`src/design/qa_pkg.sv`:
```
package qa_pkg;

    localparam int FRAC_BITS_DEF = 16;
    localparam int PROD_W        = 64;
    localparam int SUM_W         = 67;
    localparam int Q_DEPTH       = 2;

    typedef logic signed [31:0] t_word;

    localparam t_word WORD_MAX = 32'sh7FFF_FFFF;
    localparam t_word WORD_MIN = 32'sh8000_0000;

    typedef enum logic [2:0] {
        MD_ADD   = 3'd0,
        MD_SUB   = 3'd1,
        MD_SMUL  = 3'd2,
        MD_HAM   = 3'd3,
        MD_CONJ  = 3'd4,
        MD_INV   = 3'd5,
        MD_SCALE = 3'd6,
        MD_UNSC  = 3'd7
    } t_mode;

    // Negated terms of the Hamilton product, one row per result lane, bit = term
    localparam logic [3:0][3:0] HAM_NEG = {4'b0100, 4'b0010, 4'b1000, 4'b1110};

    typedef struct packed {
        t_mode       mode;
        t_word [3:0] a;
        t_word [3:0] b;
        logic        a_zero;
        logic  [3:0] b_zero;
    } t_req;

    typedef struct packed {
        t_word [3:0] r;
        logic        sat;
        logic        dz;
    } t_res;

endpackage

```
`src/design/qa_front.sv`:
```
module qa_front (
    input  logic          i_clk,
    input  logic          i_rst_n,
    input  logic          i_valid,
    output logic          o_stall,
    input  logic [2:0]    i_mode,
    input  qa_pkg::t_word i_a_w,
    input  qa_pkg::t_word i_a_x,
    input  qa_pkg::t_word i_a_y,
    input  qa_pkg::t_word i_a_z,
    input  qa_pkg::t_word i_b_w,
    input  qa_pkg::t_word i_b_x,
    input  qa_pkg::t_word i_b_y,
    input  qa_pkg::t_word i_b_z,
    input  logic          i_full,
    output logic          o_push,
    output qa_pkg::t_req  o_req
);
    import qa_pkg::*;

    logic r_valid;
    t_req r_req;
    t_req n_req;
    logic load;

    assign o_push  = r_valid && !i_full;
    assign o_stall = r_valid && i_full;
    assign load    = i_valid && !o_stall;
    assign o_req   = r_req;

    // classify: decode opcode, flag zero operands
    always_comb begin
        n_req.mode      = t_mode'(i_mode);
        n_req.a         = {i_a_z, i_a_y, i_a_x, i_a_w};
        n_req.b         = {i_b_z, i_b_y, i_b_x, i_b_w};
        n_req.a_zero    = (i_a_w == '0) && (i_a_x == '0) && (i_a_y == '0) && (i_a_z == '0);
        n_req.b_zero[0] = (i_b_w == '0);
        n_req.b_zero[1] = (i_b_x == '0);
        n_req.b_zero[2] = (i_b_y == '0);
        n_req.b_zero[3] = (i_b_z == '0);
    end

    always_ff @(posedge i_clk) begin
        if (!i_rst_n) begin
            r_valid <= 1'b0;
        end else if (load) begin
            r_valid <= 1'b1;
        end else if (o_push) begin
            r_valid <= 1'b0;
        end
    end

    always_ff @(posedge i_clk) begin
        if (load) begin
            r_req <= n_req;
        end
    end

endmodule

```
`config.mk`:
```
export PLATFORM = sky130hd
export DESIGN_NAME = qa_front
export DESIGN_NICKNAME = d
export VERILOG_FILES = /design/src/design/qa_pkg.sv /design/src/design/qa_front.sv
export SDC_FILE = /design/constraint.sdc
export NUM_CORES = 1
export LEC_CHECK = 0
export BUFFER_PORTS_ARGS = -buffer_cell sky130_fd_sc_hd__buf_2
export CAP_MARGIN = 20
export CORE_AREA = 10 10 196 198
export DETAILED_ROUTE_END_ITERATION = 12
export DIE_AREA = 0 0 206 208
export PLACE_DENSITY_LB_ADDON = 0.12
export SETUP_SLACK_MARGIN = 0.15
export SKIP_CTS_REPAIR_TIMING = 1
export SLEW_MARGIN = 15
export SYNTH_ARGS = -nofsm -noshare
export SYNTH_HDL_FRONTEND = slang
export SYNTH_SLANG_ARGS = --single-unit
```
`constraint.sdc`:
```
create_clock -name i_clk -period 12.2 [get_ports i_clk]
set_input_delay 0.61 -clock i_clk [delete_from_list [all_inputs] [get_ports i_clk]]
set_output_delay 0.61 -clock i_clk [all_outputs]
set_load 0.01 [all_outputs]
```
* After elaboration in Yosys (flattened, before gate mapping)
Cells that the tools add are included.
Storage, ports and cells: output and inout port bits 266, word-level logic and storage cells 31, input bits 263, register bits 265
Cells by class: reductions and logical operators 17, multiplexer cells 2
Operators with widths (number):
- zero test 32 bit | 8
- logical AND 1 bit | 6
- zero test 1 bit | 2
- 2-to-1 mux 1 bit | 2
- nonzero test 2 bit | 1

* Longest topological paths before layout
depth in word-level cells 4, depth in mapped cells 4, gate-level depth less buffers 4

* Least setup slack after synthesis
OpenSTA, ideal clock, no wires.
kind in2reg, from in i_full, to reg r_req (netlist bit o_req[0]) (enable), data arrival time 12415 ps, library setup time 923 ps, required time 11277 ps, cell stages on the path 2, setup slack -1138 ps, path buffers 0, cell sequence and2_1 nor2b_1
On the way: longest elaborated chain between the ends 3
Ends and longest elaborated chain:
- start: declaration | RTL line qa_front.sv:15 | input logic i_full,
- logical AND 1 bit | RTL line qa_front.sv:27 | assign o_stall = r_valid && i_full;
- zero test 1 bit | RTL line qa_front.sv:28 | assign load = i_valid && !o_stall;
- logical AND 1 bit | RTL line qa_front.sv:28
- net load | RTL line qa_front.sv:24 | logic load;
- end signal: assignment | RTL line qa_front.sv:55 | r_req <= n_req;
- end: declaration | RTL line qa_front.sv:22 | t_req r_req;
The timed path passes the listed nets, and every way through them passes these cells. A chain may end at the register's enable or synchronous reset.

* Worst setup path in the final report
from reg r_valid, to reg r_req (netlist bit o_req[210]) (enable)
On the way: longest elaborated chain between the ends 3
Ends and longest elaborated chain:
- start: declaration | RTL line qa_front.sv:21 | logic r_valid;
- start signal: assignment | RTL line qa_front.sv:45 | r_valid <= 1'b0;
- start signal: assignment | RTL line qa_front.sv:47 | r_valid <= 1'b1;
- start signal: assignment | RTL line qa_front.sv:49 | r_valid <= 1'b0;
- logical AND 1 bit | RTL line qa_front.sv:27
- zero test 1 bit | RTL line qa_front.sv:28
- logical AND 1 bit | RTL line qa_front.sv:28
- net load | RTL line qa_front.sv:24
The timed path passes the listed nets, and every way through them passes these cells.

==> out/results.ini <==
[power]
peakVddDrop_mv = 0.123
powerDensity_mw_per_mm2 = 165
leakagePower_nw = 5.15

[critical_path]
cp-endpoint = o_req[210]$_DFFE_PP_
slowest_stage = buf_4
ff2ff_setup_slack_ns = 9.31
rr_worst_depth = 4
cp-start-kind = flip-flop
reg2reg_to = o_req[210]$_DFFE_PP_
end_kind = flip-flop
crit_type = flip-flop to flip-flop
required_ns = 12.36
worst-path-stages = 4
cp_cell_sequence = and2_1 > nor2b_4 > buf_12 > buf_4
cp-startpoint = r_valid$_SDFFE_PN0P_
r2r-start = r_valid$_SDFFE_PN0P_
path_buf_inv = 2
cp.arrival_ns = 3.06
cpPeakStageDelay_ns = 0.91
cpLargestDelayFamily = buffers and inverters
worst-path-max-fanout = 184

[route]
drt_pass1_iterations = 4
drc = 0
highest_layer = met4
wl_met2_um = 17600
drt_iter0_markers = 247
ant_nets = 0
met3_length_um = 2840
wl_per_cell_um = 23.6
routed_wl_um = 32900
avgViaCountPerCell = 4.18
dr_total_vias = 5829
wl_met1_um = 11600

[global_routing]
track_usage_pct = 14.3
grt_remaining_overflow = 0
grt_max_degree = 185
first_global_vias = 6362
antenna_found_initial = 4
grt_pass1_wl_um = 45200

[synth]
synth-main-ff-cell = edfxtp_1
synth_top_cell_by_area = edfxtp_1
synthTopCellsByArea = edfxtp_1, nor4_1, nand4_1, dfxtp_1, nor2_1
synth.most_common_cell = edfxtp_1
synth_edf_count = 264
synth_cell_type_count = 10
synth-seq-cells = 265
async_flop_share_pct = 0
synth_nets = 619
ys_seq_area_share_pct = 93.3
syn_area_mm2 = 0.00851
ys_warn_count = 0
synth_top_area_share_pct = 93.1
synthCells = 356
synth_common_cells = edfxtp_1, nor4_1, nand4_1
syn_area_per_cell_um2 = 23.9

[sta]
finClkSkew_ns = 0.0115
worst_slack_ns = 9.31
fin_crit_ns = 2.89
finalCritPeriodShare_pct = 23.7
setup_tns_ns = 0
final_hold_viol_count = 0
finalSetupViolations = 0
rsz0062_at_grt = false
hold_slack_ns = 0.233
slew_viol_final = 0
slew_headroom_pct = 28.4
worst_pin_slew_ns = 1.07
max_freq_ghz = 0.346

[die]
coreArea_mm2 = 0.0344
dieHeight_um = 208
start_util_pct = 24.8
io_pins = 529
rows = 68
die_w_um = 206
die-area_mm2 = 0.0428

[clocking]
clock_latency_ns = 0.55
cts_root_buf = clkbuf_16
cts_buffers = 30
cts_tree = done
path_clk_slew_ns = 0.06
clock-sinks = 265
cts.htree.levels = 1
clockBufferDepth = 3

[placement]
placed_cell_area_mm2 = 0.0118
place_ws_ns = 8.91
dpl.hpwl_um = 26800
gp_congestion = 0.770
io_buffer_count = 528

[min_path]
hold_path_class = input port to flip-flop

[layout]
final_cell_area_mm2 = 0.0127
fillers = 3390
areaGrowthSynthToFinish_pct = 48.6
nNetsFinal = 1181
drive_gt1_share_pct = 60.7

[job]
maxCapViolCount = 0

[status]
status = finished, final reports clean

layer usage:
metal / track usage (%) / vias up
li1: - / 2672
met1: 15.0 / 2826
met4: 4.11 / 0
met2: 26.5 / 289
met5: 0 / -
met3: 4.46 / 42
per-stage QoR:
step                      power [mW]  std cells  util, %
after CTS                       2.12       1392     36.8
after global placement          1.28       1341     34.2
after global routing            2.17       1395     36.8
after detailed placement        1.28       1341     34.2
after floorplan                 1.16        356        -
final                           2.08       1395     36.8
cell type report:
class | count | area, um^2 | area share [%]
multi-input combinational | 91 | 574 | 4.54
clock inverter | 14 | 88.8 | 0.702
tap | 455 | 569 | 4.50
antenna | 3 | 7.51 | 0.0593
clock buffer | 37 | 798 | 6.31
sequential | 265 | 7950 | 62.8
timing repair buffer | 530 | 2670 | 21.1
layout by cell type (no fill, tap or decap):
cell	n
buf_2	528
edfxtp_1	264
nor4_1	63
clkbuf_16	31
nand4_1	16
clkinv_1	8
clkbuf_1	6
nor2_1	5
clkinv_2	4
diode_2	3
or4_1	2
and2_1	1
nor2b_4	1
nor4_2	1
nor2b_1	1
o21a_1	1
inv_6	1
bufinv_16	1
buf_4	1
buf_12	1
dfxtp_1	1
state kept, by name, summed over array words and instances, names as in the netlist:
register and cells:
o_req 264, r_valid 1
power breakdown:
part	total [mW]	leakage (nW)	switching [mW]	internal (mW)
logic	0.175	2.15	0.108	0.0665
registers	1.08	2.56	0.0121	1.07
clock network	0.828	0.436	0.350	0.478
total	2.08	5.15	0.471	1.61
logic make-up (layout without fill, tap and decap cells):
logic type	after synthesis	in the layout	synth area share, %
compound gates	1	1	0.0882
buf+inv	0	581	0
flops	265	265	93.3
other cells	0	3	0
simple gates	90	90	6.57
how the worst min path moves through the flow:
stage	slack, ns	cells after the start	to	start
after floorplan	0.65	2	r_valid$_SDFFE_PN0P_	r_valid$_SDFFE_PN0P_
after detailed placement	0.65	2	r_valid$_SDFFE_PN0P_	r_valid$_SDFFE_PN0P_
final	0.23	1	o_req[263]$_DFFE_PP_	i_mode[2]
after global placement	0.65	2	r_valid$_SDFFE_PN0P_	r_valid$_SDFFE_PN0P_
after CTS	0.20	1	o_req[263]$_DFFE_PP_	i_mode[2]
after global routing	0.21	1	o_req[261]$_DFFE_PP_	i_mode[0]
No activity file was read; power rests on OpenSTA's default activity.
