$ cat config.mk
export PLATFORM = sky130hd
export DESIGN_NAME = qa_fifo
export DESIGN_NICKNAME = d
export VERILOG_FILES = /design/src/design/qa_pkg.sv /design/src/design/qa_fifo.sv
export SDC_FILE = /design/constraint.sdc
export NUM_CORES = 1
export LEC_CHECK = 0
export ABC_AREA = 0
export BUFFER_PORTS_ARGS = -buffer_cell sky130_fd_sc_hd__buf_2
export CORE_AREA = 2 2 203 284
export CTS_CLUSTER_SIZE = 40
export DETAILED_ROUTE_END_ITERATION = 16
export DIE_AREA = 0 0 205 286
export PLACE_DENSITY = 0.59
export SYNTH_ARGS = -nofsm -noshare
export SYNTH_HDL_FRONTEND = slang
export SYNTH_SLANG_ARGS = --single-unit
$ cat constraint.sdc
create_clock -name i_clk -period 14.5 [get_ports i_clk]
set_clock_uncertainty 0.1 [all_clocks]
set_input_delay 2.175 -clock i_clk [delete_from_list [all_inputs] [get_ports i_clk]]
set_output_delay 2.175 -clock i_clk [all_outputs]
set_load 0.01 [all_outputs]
$ cat src/design/qa_pkg.sv
package qa_pkg;

    localparam int FRAC_BITS_DEF = 16;
    localparam int PROD_W        = 64;
    localparam int SUM_W         = 67;
    localparam int Q_DEPTH       = 2;

    typedef logic signed [31:0] t_word;

    localparam t_word WORD_MAX = 32'sh7FFF_FFFF;
    localparam t_word WORD_MIN = 32'sh8000_0000;

    typedef enum logic [2:0] {
        MD_ADD   = 3'd0,
        MD_SUB   = 3'd1,
        MD_SMUL  = 3'd2,
        MD_HAM   = 3'd3,
        MD_CONJ  = 3'd4,
        MD_INV   = 3'd5,
        MD_SCALE = 3'd6,
        MD_UNSC  = 3'd7
    } t_mode;

    // Negated terms of the Hamilton product, one row per result lane, bit = term
    localparam logic [3:0][3:0] HAM_NEG = {4'b0100, 4'b0010, 4'b1000, 4'b1110};

    typedef struct packed {
        t_mode       mode;
        t_word [3:0] a;
        t_word [3:0] b;
        logic        a_zero;
        logic  [3:0] b_zero;
    } t_req;

    typedef struct packed {
        t_word [3:0] r;
        logic        sat;
        logic        dz;
    } t_res;

endpackage

$ cat src/design/qa_fifo.sv
module qa_fifo (
    input  logic         i_clk,
    input  logic         i_rst_n,
    input  logic         i_push,
    input  qa_pkg::t_req i_data,
    output logic         o_full,
    input  logic         i_pop,
    output logic         o_valid,
    output qa_pkg::t_req o_data
);
    import qa_pkg::*;

    localparam int AW = $clog2(Q_DEPTH);

    t_req           r_mem [Q_DEPTH];
    logic [AW-1:0]  r_wr;
    logic [AW-1:0]  r_rd;
    logic [AW:0]    r_cnt;

    assign o_full  = (r_cnt == (AW+1)'(Q_DEPTH));
    assign o_valid = (r_cnt != '0);
    assign o_data  = r_mem[r_rd];

    always_ff @(posedge i_clk) begin
        if (!i_rst_n) begin
            r_wr  <= '0;
            r_rd  <= '0;
            r_cnt <= '0;
        end else begin
            if (i_push) begin
                r_wr <= (r_wr == AW'(Q_DEPTH - 1)) ? '0 : r_wr + 1'b1;
            end
            if (i_pop) begin
                r_rd <= (r_rd == AW'(Q_DEPTH - 1)) ? '0 : r_rd + 1'b1;
            end
            if (i_push && !i_pop) begin
                r_cnt <= r_cnt + 1'b1;
            end else if (i_pop && !i_push) begin
                r_cnt <= r_cnt - 1'b1;
            end
        end
    end

    always_ff @(posedge i_clk) begin
        if (i_push) begin
            r_mem[r_wr] <= i_data;
        end
    end

endmodule

# Word-level counts from Yosys, hierarchy flattened
# Memory sizes are Yosys's and may differ from the RTL's. A register that Yosys moved wholly into a read port is not among the register bits.
# Cells that the tools add are included.
dict set report totals {
  ff_bits 4
  latchBits 0
  ramBits 528
  romBits 0
  in_bits 268
  output_inout_bits 266
  elab_cells 23
  n_memories 1
}
dict set report op_classes {
  add_sub_neg 4
  mul 0
  div_mod_pow 0
  order_cmp 0
  n_eq_ne 1
  n_shift 0
  muxes 8
  bitwise_logic 0
  reduce_logical 6
}
# memory words width rd rd_ports_with_merged_regs write_ports line_no
set memory_table {}
lappend memory_table {r_mem 2 264 1 1 1 qa_fifo.sv:15} ;# t_req r_mem [Q_DEPTH];
# op n
set ops {}
lappend ops {{$mux 1} 6}
lappend ops {{$mux 2} 2}
lappend ops {{$reduce_bool 2->1} 2}
lappend ops {{$add 1x1->1 const B} 2}
lappend ops {{$add 2x1->2 const B} 1}
lappend ops {{$eq 2x2->1 const B} 1}
lappend ops {{$logic_and 1x1->1} 2}
lappend ops {{$logic_not 1->1} 2}
lappend ops {{$sub 2x1->2 const B} 1}

# Longest topological paths before layout
dict set report logic_depth {
  ltp_word 4
  mapped_depth 5
  depth_no_buf 5
}

# Worst setup path before layout
# OpenSTA, ideal clock, no wires.
dict set report synth_path {
  path_kind {input to register}
  startpoint {input i_push}
  endpoint {register r_wr}
  setup_ns 0.112
  arrival_time_ns 14.430
  required_time_ns 14.288
  path_slack_ns -0.143
  stages 2
  path_buffers 0
  path_cell_list {nor2b_1 o21a_1}
}
# item line_no
set synth_rtl {}
lappend synth_rtl {{start, declared} qa_fifo.sv:4} ;# input logic i_push,
lappend synth_rtl {{end signal, assigned} qa_fifo.sv:31} ;# r_wr <= (r_wr == AW'(Q_DEPTH - 1)) ? '0 : r_wr + 1'b1;
lappend synth_rtl {{end, declared} qa_fifo.sv:16} ;# logic [AW-1:0] r_wr;

==> run_results.csv <==
group,metric,value,unit
run_status,outcome,"finished, final reports clean",
placed_design,dpl.hpwl,31.7,mm
sta,post-route-period-util,41.4,%
synthesis,xor_xnor_cell_area_share_of_the_yosys_netlist,0.135,%
synthesis,synth_seq_cells,533,
synthesis,synth-adder-area-share,0.0644,%
synthesis,postSynthAreaPerCell,23.0,µm²
route,dr.first_iter.drc_count,426,
die,core_region_area,56200,µm²
global_route,global_route.overflow_total,0,
die,die_height,286,µm
power_and_ir_drop,cellLeakagePower,8.94,nW
cts,cts_resized,0,
cts,clockBufferDepth,3,
layout,multi_input_area,3100,µm²
sta,finalCriticalPeriod,6.01,ns
route,drcViolationCount,0,
min_path,holdCritStartpoint,"r_cnt[1]",
die,ioPinCount,534,
run,number_of_violations_of_the_max_capacitance_limit,0,
sta,fmaxAchievable,166,MHz
critical_path,worstReg2RegEnd,"r_mem[0][32]",
synthesis,syn_area,19400,µm²
min_path,whs_path_depth,2,
placed_design,place_inst,2091,
cts,post_cts.repair.setup_buffers,0,
synthesis,synth_top_family_by_area,"multiplexers",
route,avgViaCountPerCell,4.53,
critical_path,setup.worst_path.class,"reg -> out",
global_route,grt_max_degree,141,
placed_design,place.port_buffers,533,
global_route,grt_antenna_before_repair,13,
global_route,grt_pass1_vias,10500,
cts,clk_root_buffer_cell,"clkbuf_16",
sta,finalMaxSlewViolations,0,
layout,seq_area,16000,µm²
critical_path,worst_setup_path_start_kind,"register",
global_route,global_route.usage.total,14.9,%
synthesis,synth_warnings,0,
layout,drive_above_1_share,60.9,%
layout,fin_cells,2191,
synthesis,post_synth_and_or_nand_nor_area_fraction,0.290,%
die,initial_core_utilization,34.6,%
synthesis,ys_types,16,
die,die_outline_width,205,µm
min_path,worstHoldEndpoint,"r_cnt[1]",
critical_path,worst-r2r-setup-slack,11.47,ns
min_path,hold_path.class,"reg -> reg",
power_and_ir_drop,max-vdd-ir-drop,0.130,mV
sta,setup_total_negative_slack,0,ns
layout,mostFrequentLayoutCells,"buf_2 (533), edfxtp_1 (528), mux2_2 (264), clkbuf_16 (49), clkbuf_1 (12)",
sta,relSlewSlack,22.9,%
critical_path,path_max_fanout,80,
die,fp.dieArea,58600,µm²
critical_path,crit-reg2reg-launch,"r_wr",
cts,cts_hold_repair.buffers,0,
layout,num-nets-final,1676,
sta,number_of_hold_slack_violations_in_the_final_timing_report,0,
cts,clk_transition_reported_paths,0.06,ns
route,routedWlPerCell,20.9,µm
cts,cts-buffers-inserted,49,
route,firstDrtPassIters,4,
cts,insertion_delay,0.56,ns
critical_path,timing.reg2reg.worst_path_depth,3,
layout,area_growth_syn_to_layout,25.0,%
cts,tritoncts,"done",
layout,n_fill_cell,5091,
synthesis,portion_of_the_post_synthesis_area_used_by_sequential_elements,82.1,%
synthesis,synth.mux.area_fraction,15.3,%
placed_design,globalplace.congestion,0.914,
layout,final_util,43.2,%
synthesis,syn_inst,843,
global_route,wire_length_of_the_first_global_routing_pass,64.4,mm
critical_path,worst_ep_arrival_time,3.73,ns
sta,worst_pin_slew,1.16,ns
layout,final_common_cell,"buf_2",
critical_path,critical_path_required,12.23,ns
die,floorplan.rows,103,
sta,finalSetupViolations,0,
route,route.antenna.remaining_nets,0,
route,dr_total_vias,9917,
synthesis,synth_compound_area_share,0.103,%
cts,htree_num_levels,2,
critical_path,crit_path_end_kind,"output pin",
sta,grt_setup_unrepaired,"false",
route,wl,45.8,mm
synthesis,syn_nets,1112,
power_and_ir_drop,power_density,140,nW/µm²
cts,clock_sinks,533,
## sequential cells by signal (all words and copies together) (netlist names), named ones only
name,cells
r_mem,528
r_rd,1
r_cnt,2
r_wr,1
## final cells by class
type,instances,area share (%)
Antenna cell,11,0.113
Tap cell,735,3.78
Timing Repair Buffer,542,11.3
Inverter,1,0.0154
Clock buffer,61,5.23
Clock inverter,28,1.11
Sequential cell,533,65.7
Multi-Input combinational cell,280,12.8
## Yosys cell counts (all sizes together)
cell | n | area share (%)
and2 | 4 | 0.13
ha | 1 | 0.064
clkbuf | 23 | 1.6
or3 | 1 | 0.032
edfxtp | 528 | 82
nor2b | 3 | 0.097
buf | 6 | 0.35
dfxtp | 5 | 0.52
inv | 1 | 0.019
o21ai | 1 | 0.026
o21a | 1 | 0.039
a21boi | 1 | 0.039
mux2 | 264 | 15
xnor2 | 1 | 0.045
or2 | 1 | 0.032
xor2 | 2 | 0.090
## worst max-delay path, stage by stage, from the launching register on
cell and delay [ns]:
dfxtp_4 0.68, buf_4 0.86, buf_4 0.89, mux2_2 0.43, buf_2 0.14
## stage by stage
step                instance area (µm²)  total power (W)  hold WS (ns)  worst slack [ns]
global placement                  22700          0.00218         0.370              9.03
CTS                               24300          0.00344         0.401              8.35
detailed placement                22700          0.00219         0.392              8.98
floorplan                         19400          0.00205         0.361              4.90
global route                      24300          0.00352         0.431              8.18
finish                            24300          0.00340         0.399              8.49
## metal layers
| metal | routed length [µm] | vias up | track usage, % |
|---|---|---|---|
| met2 | 24500 | 390 | 27.0 |
| met5 | 25 | - | 0 |
| met1 | 16100 | 4895 | 15.6 |
| met3 | 3170 | 112 | 4.11 |
| li1 | - | 4516 | - |
| met4 | 2050 | 4 | 7.68 |
## worst max path at each step
stage | endpoint | from | depth (start not counted) | slack (ns)
finish | o_data[193] | register | 4 | 8.49
global route | o_data[193] | register | 4 | 8.18
CTS | o_data[193] | register | 4 | 8.35
detailed placement | o_data[193] | register | 4 | 8.98
global placement | o_data[84] | register | 4 | 9.03
floorplan | r_mem[0][0] | i_push | 1 | 4.90
## cell families after synthesis
| group | Yosys count |
|---|---|
| multiplexers | 264 |
| flip-flops | 533 |
| AND/OR/NAND/NOR | 9 |
| XOR/XNOR | 3 |
| AO/OA/AOI/OAI | 3 |
| buffers and inverters | 30 |
| adder cells (fa/ha/maj) | 1 |
## where the power goes
| part | switching (W) | leakage [nW] | internal [W] |
|---|---|---|---|
| clock network | 0.000536 | 0.747 | 0.000711 |
| registers | 0.0000252 | 5.00 | 0.00178 |
| logic | 0.000183 | 3.20 | 0.000156 |
Note: power is estimated with default switching activity, not from simulation.
